$ cat src/rtl/core/lnsc_pkg.sv
package lnsc_pkg;

    localparam int TimerWidth = 23;
    localparam int LfsrWidth  = 15;
    localparam int LenWidth   = 7;
    localparam int VolWidth   = 4;
    localparam int TableWidth = 64;

    localparam logic [TableWidth-1:0] DivisorTableReset = 64'h7060_5040_3020_1008;
    localparam logic [LfsrWidth-1:0]  LfsrOnes          = 15'h7FFF;
    localparam logic [LenWidth-1:0]   LengthFull        = 7'd64;
    localparam logic [3:0]            EnvDefaultPeriod  = 4'd8;
    localparam logic [VolWidth-1:0]   VolMax            = 4'd15;

    typedef enum logic [1:0] {
        OP_TICK       = 2'd0,
        OP_WRITE      = 2'd1,
        OP_LENGTH_CLK = 2'd2,
        OP_ENV_CLK    = 2'd3
    } opcode_t;

    localparam logic [2:0] REG_LENGTH   = 3'd1;
    localparam logic [2:0] REG_ENVELOPE = 3'd2;
    localparam logic [2:0] REG_POLY     = 3'd3;
    localparam logic [2:0] REG_CONTROL  = 3'd4;

    typedef struct packed {
        opcode_t    opcode;
        logic [2:0] reg_index;
        logic [7:0] write_value;
    } item_t;

    typedef struct packed {
        logic [VolWidth-1:0] sample;
        logic                status_on;
    } result_t;

endpackage

$ cat src/rtl/core/lfsr_noise_sound_channel_core.sv
// Noise sound channel: 15-bit LFSR noise source with a volume envelope and a
// length counter. Each input word carries an opcode (timer tick, register
// write, length clock or envelope clock) with a register index and a byte.
// Every input word yields exactly one output word holding the current sample
// and the status bit, taken after that word has updated the channel.
// The divisor table is loaded through the cfg channel, which is always ready;
// it should only be written while no words are in flight.
// An accepted word is held in the input register, and the state update loads
// its result into the output register as soon as that register can take it.
// Throughput is one word per cycle while the receiver does not stall, set by
// the state update that sits between the input register and the output register.
// When the receiver stalls, the output register holds its word, the held
// input word waits, and in_ready drops once both are occupied.
// Reset clears both pipeline stages, sets the LFSR to all ones, loads the
// default divisor table and clears all other channel state.
module lfsr_noise_sound_channel_core (
    input  logic                                clk,
    input  logic                                rst_n,
    input  logic                                in_valid,
    output logic                                in_ready,
    input  logic [1:0]                          opcode,
    input  logic [2:0]                          reg_index,
    input  logic [7:0]                          write_value,
    output logic                                out_valid,
    input  logic                                out_ready,
    output logic [lnsc_pkg::VolWidth-1:0]       sample,
    output logic                                status_on,
    input  logic                                cfg_valid,
    output logic                                cfg_ready,
    input  logic [lnsc_pkg::TableWidth-1:0]     cfg_data
);
    import lnsc_pkg::*;

    item_t   in_item;
    item_t   item;
    logic    item_valid;
    logic    can_load;
    logic    advance;
    result_t result;
    result_t out_result;

    assign in_item.opcode      = opcode_t'(opcode);
    assign in_item.reg_index   = reg_index;
    assign in_item.write_value = write_value;

    assign advance = item_valid && can_load;

    lnsc_in_stage u_in_stage (
        .clk        (clk),
        .rst_n      (rst_n),
        .in_valid   (in_valid),
        .in_ready   (in_ready),
        .in_item    (in_item),
        .advance    (advance),
        .item_valid (item_valid),
        .item       (item)
    );

    lnsc_channel_state u_channel_state (
        .clk       (clk),
        .rst_n     (rst_n),
        .cfg_valid (cfg_valid),
        .cfg_ready (cfg_ready),
        .cfg_data  (cfg_data),
        .step      (advance),
        .item      (item),
        .result    (result)
    );

    lnsc_out_stage u_out_stage (
        .clk        (clk),
        .rst_n      (rst_n),
        .load       (advance),
        .result     (result),
        .can_load   (can_load),
        .out_valid  (out_valid),
        .out_ready  (out_ready),
        .out_result (out_result)
    );

    assign sample    = out_result.sample;
    assign status_on = out_result.status_on;

endmodule

$ cat src/rtl/core/lnsc_in_stage.sv
module lnsc_in_stage (
    input  logic            clk,
    input  logic            rst_n,
    input  logic            in_valid,
    output logic            in_ready,
    input  lnsc_pkg::item_t in_item,
    input  logic            advance,
    output logic            item_valid,
    output lnsc_pkg::item_t item
);
    import lnsc_pkg::*;

    logic  valid_reg;
    logic  valid_next;
    item_t item_reg;

    // A word may enter when the stage is empty or the held one leaves in the same cycle.
    assign in_ready   = !valid_reg || advance;
    assign valid_next = in_ready ? in_valid : valid_reg;

    always_ff @(posedge clk or negedge rst_n)
    begin
        if (!rst_n)
        begin
            valid_reg <= 1'b0;
        end
        else
        begin
            valid_reg <= valid_next;
        end
    end

    always_ff @(posedge clk)
    begin
        if (in_valid && in_ready)
        begin
            item_reg <= in_item;
        end
    end

    assign item_valid = valid_reg;
    assign item       = item_reg;

endmodule

$ cat src/rtl/core/lnsc_channel_state.sv
module lnsc_channel_state (
    input  logic                                clk,
    input  logic                                rst_n,
    input  logic                                cfg_valid,
    output logic                                cfg_ready,
    input  logic [lnsc_pkg::TableWidth-1:0]     cfg_data,
    input  logic                                step,
    input  lnsc_pkg::item_t                     item,
    output lnsc_pkg::result_t                   result
);
    import lnsc_pkg::*;

    logic [TableWidth-1:0] table_reg;
    logic [LfsrWidth-1:0]  lfsr_reg,        lfsr_next;
    logic [TimerWidth-1:0] timer_reg,       timer_next;
    logic [LenWidth-1:0]   length_reg,      length_next;
    logic                  chan_on_reg,     chan_on_next;
    logic                  dac_on_reg,      dac_on_next;
    logic [VolWidth-1:0]   start_vol_reg,   start_vol_next;
    logic [VolWidth-1:0]   vol_reg,         vol_next;
    logic                  env_inc_reg,     env_inc_next;
    logic [2:0]            env_period_reg,  env_period_next;
    logic [3:0]            env_count_reg,   env_count_next;
    logic                  env_run_reg,     env_run_next;
    logic                  len_en_reg,      len_en_next;
    logic [3:0]            shift_reg,       shift_next;
    logic                  short_reg,       short_next;
    logic [2:0]            div_sel_reg,     div_sel_next;

    logic [7:0]            div_base;
    logic [TimerWidth-1:0] reload;
    logic [TimerWidth-1:0] timer_dec;
    logic                  feedback;
    logic [LfsrWidth-1:0]  lfsr_shifted;
    logic [VolWidth-1:0]   vol_stepped;
    logic [LenWidth-1:0]   length_dec;

    assign cfg_ready = 1'b1;

    assign div_base  = table_reg[{div_sel_reg, 3'b000} +: 8];
    assign reload    = TimerWidth'(div_base) << shift_reg;
    assign timer_dec = timer_reg - TimerWidth'(1);

    assign feedback  = lfsr_reg[0] ^ lfsr_reg[1];
    always_comb
    begin
        lfsr_shifted = {feedback, lfsr_reg[LfsrWidth-1:1]};
        if (short_reg)
        begin
            lfsr_shifted[6] = feedback;
        end
    end

    // Saturating envelope step; a zero period leaves the volume alone.
    always_comb
    begin
        vol_stepped = vol_reg;
        if (env_period_reg != 3'd0)
        begin
            if (env_inc_reg && vol_reg != VolMax)
            begin
                vol_stepped = vol_reg + VolWidth'(1);
            end
            else if (!env_inc_reg && vol_reg != '0)
            begin
                vol_stepped = vol_reg - VolWidth'(1);
            end
        end
    end

    assign length_dec = length_reg - LenWidth'(1);

    always_comb
    begin
        lfsr_next       = lfsr_reg;
        timer_next      = timer_reg;
        length_next     = length_reg;
        chan_on_next    = chan_on_reg;
        dac_on_next     = dac_on_reg;
        start_vol_next  = start_vol_reg;
        vol_next        = vol_reg;
        env_inc_next    = env_inc_reg;
        env_period_next = env_period_reg;
        env_count_next  = env_count_reg;
        env_run_next    = env_run_reg;
        len_en_next     = len_en_reg;
        shift_next      = shift_reg;
        short_next      = short_reg;
        div_sel_next    = div_sel_reg;

        if (step)
        begin
            unique case (item.opcode)
                OP_TICK:
                begin
                    // Reloads when the decrement hits zero; a timer at zero wraps to all ones instead.
                    if (timer_dec == '0)
                    begin
                        timer_next = reload;
                        lfsr_next  = lfsr_shifted;
                    end
                    else
                    begin
                        timer_next = timer_dec;
                    end
                end
                OP_WRITE:
                begin
                    unique case (item.reg_index)
                        REG_LENGTH:
                        begin
                            length_next = LengthFull - LenWidth'(item.write_value[5:0]);
                        end
                        REG_ENVELOPE:
                        begin
                            dac_on_next     = item.write_value[7:3] != 5'd0;
                            start_vol_next  = item.write_value[7:4];
                            vol_next        = item.write_value[7:4];
                            env_inc_next    = item.write_value[3];
                            env_period_next = item.write_value[2:0];
                            env_count_next  = {1'b0, item.write_value[2:0]};
                        end
                        REG_POLY:
                        begin
                            shift_next   = item.write_value[7:4];
                            short_next   = item.write_value[3];
                            div_sel_next = item.write_value[2:0];
                        end
                        REG_CONTROL:
                        begin
                            len_en_next = item.write_value[6];
                            if (item.write_value[7])
                            begin
                                chan_on_next = 1'b1;
                                if (length_reg == '0)
                                begin
                                    length_next = LengthFull;
                                end
                                timer_next     = reload;
                                vol_next       = start_vol_reg;
                                env_count_next = {1'b0, env_period_reg};
                                env_run_next   = 1'b1;
                                lfsr_next      = LfsrOnes;
                            end
                        end
                        default:
                        begin
                        end
                    endcase
                end
                OP_LENGTH_CLK:
                begin
                    if (len_en_reg && length_reg != '0)
                    begin
                        length_next = length_dec;
                        if (length_dec == '0)
                        begin
                            chan_on_next = 1'b0;
                        end
                    end
                end
                OP_ENV_CLK:
                begin
                    if (env_run_reg)
                    begin
                        if (env_count_reg <= 4'd1)
                        begin
                            env_count_next = (env_period_reg == 3'd0) ? EnvDefaultPeriod
                                                                      : {1'b0, env_period_reg};
                            vol_next = vol_stepped;
                            if (vol_stepped == '0 || vol_stepped == VolMax)
                            begin
                                env_run_next = 1'b0;
                            end
                        end
                        else
                        begin
                            env_count_next = env_count_reg - 4'd1;
                        end
                    end
                end
                default:
                begin
                end
            endcase
        end
    end

    // The result reflects the state left behind by this word.
    assign result.sample    = (chan_on_next && dac_on_next && !lfsr_next[0]) ? vol_next : '0;
    assign result.status_on = (length_next != '0) || !len_en_next;

    always_ff @(posedge clk or negedge rst_n)
    begin
        if (!rst_n)
        begin
            table_reg      <= DivisorTableReset;
            lfsr_reg       <= LfsrOnes;
            timer_reg      <= '0;
            length_reg     <= '0;
            chan_on_reg    <= 1'b0;
            dac_on_reg     <= 1'b0;
            start_vol_reg  <= '0;
            vol_reg        <= '0;
            env_inc_reg    <= 1'b0;
            env_period_reg <= '0;
            env_count_reg  <= '0;
            env_run_reg    <= 1'b0;
            len_en_reg     <= 1'b0;
            shift_reg      <= '0;
            short_reg      <= 1'b0;
            div_sel_reg    <= '0;
        end
        else
        begin
            if (cfg_valid && cfg_ready)
            begin
                table_reg <= cfg_data;
            end
            lfsr_reg       <= lfsr_next;
            timer_reg      <= timer_next;
            length_reg     <= length_next;
            chan_on_reg    <= chan_on_next;
            dac_on_reg     <= dac_on_next;
            start_vol_reg  <= start_vol_next;
            vol_reg        <= vol_next;
            env_inc_reg    <= env_inc_next;
            env_period_reg <= env_period_next;
            env_count_reg  <= env_count_next;
            env_run_reg    <= env_run_next;
            len_en_reg     <= len_en_next;
            shift_reg      <= shift_next;
            short_reg      <= short_next;
            div_sel_reg    <= div_sel_next;
        end
    end

endmodule

$ cat src/rtl/core/lnsc_out_stage.sv
module lnsc_out_stage (
    input  logic              clk,
    input  logic              rst_n,
    input  logic              load,
    input  lnsc_pkg::result_t result,
    output logic              can_load,
    output logic              out_valid,
    input  logic              out_ready,
    output lnsc_pkg::result_t out_result
);
    import lnsc_pkg::*;

    logic    valid_reg;
    logic    valid_next;
    result_t result_reg;

    assign can_load = !valid_reg || out_ready;

    always_comb
    begin
        valid_next = valid_reg;
        if (load)
        begin
            valid_next = 1'b1;
        end
        else if (out_ready)
        begin
            valid_next = 1'b0;
        end
    end

    always_ff @(posedge clk or negedge rst_n)
    begin
        if (!rst_n)
        begin
            valid_reg <= 1'b0;
        end
        else
        begin
            valid_reg <= valid_next;
        end
    end

    always_ff @(posedge clk)
    begin
        if (load)
        begin
            result_reg <= result;
        end
    end

    assign out_valid  = valid_reg;
    assign out_result = result_reg;

endmodule
$ cat config.mk
export PLATFORM = sky130hd
export DESIGN_NAME = lfsr_noise_sound_channel_core
export DESIGN_NICKNAME = d
export VERILOG_FILES = /design/src/rtl/core/lnsc_pkg.sv /design/src/rtl/core/lfsr_noise_sound_channel_core.sv /design/src/rtl/core/lnsc_in_stage.sv /design/src/rtl/core/lnsc_channel_state.sv /design/src/rtl/core/lnsc_out_stage.sv
export SDC_FILE = /design/constraint.sdc
export NUM_CORES = 1
export LEC_CHECK = 0
export BUFFER_PORTS_ARGS = -buffer_cell sky130_fd_sc_hd__clkbuf_2
export CORE_MARGIN = 10
export CORE_UTILIZATION = 35
export DETAILED_ROUTE_END_ITERATION = 8
export SLEW_MARGIN = 25
export SYNTH_ARGS = -nofsm -noshare
export SYNTH_HDL_FRONTEND = slang
export SYNTH_SLANG_ARGS = --single-unit
$ cat constraint.sdc
create_clock -name clk -period 3.9 [get_ports clk]
set_input_delay 0.78 -clock clk [delete_from_list [all_inputs] [get_ports clk]]
set_output_delay 0.78 -clock clk [all_outputs]
set_load 0.02 [all_outputs]
==> impl_metrics.env <==
export IMPL_status="finished, final reports clean"
export IMPL_grt_pass1_wl_mm=39.5
export IMPL_diodes=0
export IMPL_synth_warnings=0
export IMPL_die_area_um2=32900
export IMPL_fp_dieH_um=181
export IMPL_powerDensity_nw_per_um2=521
export IMPL_yosysSeqAreaShare=0.445
export IMPL_grt_max_degree=78
export IMPL_die_w_um=181
export IMPL_drt_first_pass_iters=5
export IMPL_clk_path_buf_depth=2
export IMPL_htree_levels=4
export IMPL_vias=7291
export IMPL_coreArea_um2=25800
export IMPL_drc_errors=0
export IMPL_cts_setup_buffers=0
export IMPL_syn_area_um2=9120
export IMPL_drv_cap=0
export IMPL_vdd_ir_drop_max_v=0.000272
export IMPL_numCtsBuffers=17
export IMPL_maxSlewHeadroom=0.343
export IMPL_max_freq_mhz=269
export IMPL_critPathArrivalTime_ps=3990
export IMPL_antenna_found_initial=0
export IMPL_syn_nets=974
export IMPL_rsz0062_at_grt="no"
export IMPL_worstRegToRegCells=8
export IMPL_io_pins=90
export IMPL_finalCriticalPeriod_ps=3720
export IMPL_root_buffer="clkbuf_16"
export IMPL_worst_pin_slew_ps=979
export IMPL_whs_ps=394
export IMPL_cp_max_fo=22
export IMPL_initial_core_util=0.353
export IMPL_yosys_top_cells_area="dfrtp_1 (30%), mux2_2 (11%), dfstp_2 (8.1%)"
export IMPL_area_growth_pct=15.4
export IMPL_clk_latency_ps=430
export IMPL_synth_top_area_frac=0.305
export IMPL_largest_reg_flops=64
export IMPL_crit_reg2reg_capture="u_out_stage.out_result[4]"
export IMPL_async_flop_share=0.885
export IMPL_hold_viol=0
export IMPL_place_hpwl_mm=17.7
export IMPL_wire_per_inst_um=18.6
export IMPL_netlist_instances=878
export IMPL_drive_above_1_share=0.326
export IMPL_slew_violations=0
export IMPL_crit_required_ps=4180
export IMPL_setup_tns_ps=0
export IMPL_setup_viol=0
export IMPL_gp_congestion=0.925
export IMPL_cp_end_kind="register"
export IMPL_drt_iter0_drc=508
export IMPL_avgSynthCellArea_um2=10.4
export IMPL_yosysUniqueCellTypes=82
export IMPL_cts_tree="done"
export IMPL_grt_usage=0.145
export IMPL_grt_overflow=0
export IMPL_worst_clock_skew_ps=8.03
export IMPL_rows=59
export IMPL_crit_type="register to register"
export IMPL_yosys_area_top_type="dfrtp_1"
export IMPL_routed_wirelength_mm=24.2
export IMPL_yosys_register_bits=157
export IMPL_synth_edf_count=18
export IMPL_final_antenna_net_count=0
export IMPL_clock_sinks=157
export IMPL_min_period_over_period=0.953
export IMPL_layout_nets=1047
export IMPL_cp_start_kind="register"
export IMPL_viasPerCell=5.61
export IMPL_grt_pass1_vias=7282
export IMPL_r2r_slack_ps=180
export IMPL_cts_clk_slew_worst_paths_ps=70
export IMPL_r2r_start="u_channel_state.timer_reg[10]"
export IMPL_p_leak_nw=4.22
export IMPL_port_buffers=88
export IMPL_min_path_type="input port to async pin"
export IMPL_synth_ff_type="dfrtp_1"
==> kinds of logic (layout without fill, tap and decap cells) <==
group,count (synthesis),in the layout,share of synthesized area
other cells,1,1,0.000411
simple gates,277,277,0.158
compound gates,215,215,0.175
flops,157,157,0.445
buf+inv,94,180,0.0431
fa+ha+maj,14,14,0.0192
mux,109,109,0.149
xor+xnor,11,11,0.0106
==> cells in the mapped netlist (all sizes together), types with 16 or more instances <==
cell / count
dfrtp: 111
mux2: 93
nor2: 69
nand2: 65
clkbuf: 45
inv: 33
o21ai: 33
dfstp: 28
a21oi: 26
nand3: 23
nor3: 22
edfxtp: 18
o221ai: 16
o22a: 16
==> final cells by class <==
| cell class | count | area (um^2) |
|---|---|---|
| Clock buffer | 18 | 429 |
| Clock inverter | 14 | 169 |
| Fill cell | 2546 | 15300 |
| Inverter | 35 | 131 |
| Multi-Input combinational cell | 627 | 4680 |
| Sequential cell | 157 | 4060 |
| Tap cell | 335 | 419 |
| Timing Repair Buffer | 113 | 647 |
==> stage by stage <==
step | std cells | total power, mW | area (um^2) | util | setup slack (ps)
6_report | 1299 | 5.49 | 10500 | 0.407 | 183
5_1_grt | 1299 | 5.80 | 10500 | 0.407 | 9.26
4_1_cts | 1299 | 5.52 | 10500 | 0.407 | 154
3_5_place_dp | 1267 | 3.80 | 9930 | 0.384 | 175
3_3_place_gp | 1267 | 3.78 | 9930 | 0.384 | 241
2_1_floorplan | 878 | 3.33 | 9120 | - | 192
==> power by group <==
group | total [mW] | internal, mW | switching (mW)
clock | 1.69 | 0.920 | 0.774
combinational | 1.60 | 0.730 | 0.872
sequential | 2.19 | 1.90 | 0.288
total | 5.49 | 3.55 | 1.93
==> worst max path at each step <==
stage,startpoint,end,slack [ps],cells after the start
2_1_floorplan,u_channel_state.timer_reg[0],u_out_stage.out_result[4],190,12
3_3_place_gp,u_channel_state.timer_reg[10],u_out_stage.out_result[2],240,8
3_5_place_dp,u_channel_state.timer_reg[10],u_out_stage.out_result[4],170,8
4_1_cts,u_channel_state.timer_reg[10],u_out_stage.out_result[4],150,8
5_1_grt,u_channel_state.timer_reg[10],u_out_stage.out_result[1],9,8
6_report,u_channel_state.timer_reg[10],u_out_stage.out_result[4],180,8
==> placed cells by master (no fill, tap or decap), drive strengths merged, types with 7 or more instances in the layout <==
| cell type | Yosys | final |
|---|---|---|
| inv | 33 | 42 |
| nor3 | 22 | 22 |
| o22a | 16 | 16 |
| xnor2 | 8 | 8 |
| o22ai | 15 | 15 |
| o21a | 7 | 7 |
| nand4 | 9 | 9 |
| dfrtp | 111 | 111 |
| a21oi | 26 | 26 |
| nor2 | 69 | 69 |
| nand3 | 23 | 23 |
| nand2 | 65 | 65 |
| mux4 | 12 | 12 |
| a31oi | 12 | 12 |
| o31ai | 15 | 15 |
| buf | 14 | 26 |
| a211oi | 7 | 7 |
| ha | 14 | 14 |
| or4 | 10 | 10 |
| o221ai | 16 | 16 |
| clkbuf | 45 | 105 |
| o21ai | 33 | 33 |
| edfxtp | 18 | 18 |
| or3 | 10 | 10 |
| mux2 | 93 | 93 |
| dfstp | 28 | 28 |
| nor4 | 15 | 15 |
| or2 | 11 | 11 |
==> layer usage <==
metal  share of wire  routed length, um  GRT usage  up-vias
met5               0                  0          0        -
met1            0.47              11300      0.198     3608
met4           0.014                346     0.0423        0
li1                -                  -          -     3478
met3           0.043               1050     0.0262       23
met2            0.47              11400      0.229      182
==> repair_timing <==
item / 4_1_cts / 5_1_grt
gates resized for setup: 0 / 1
endpoints found under the setup margin: 0 / 2
hold buffers: 0 / 0
==> critical path, cell delays in order, from the launching register on <==
cell and delay (ps):
dfrtp_2 440, or4_4 570, or4b_4 580, or4_1 510
a2111oi_2 390, nor4b_4 340, buf_12 210, mux2_2 390
a21oi_1 140
No activity file was read; power rests on OpenSTA's default activity.
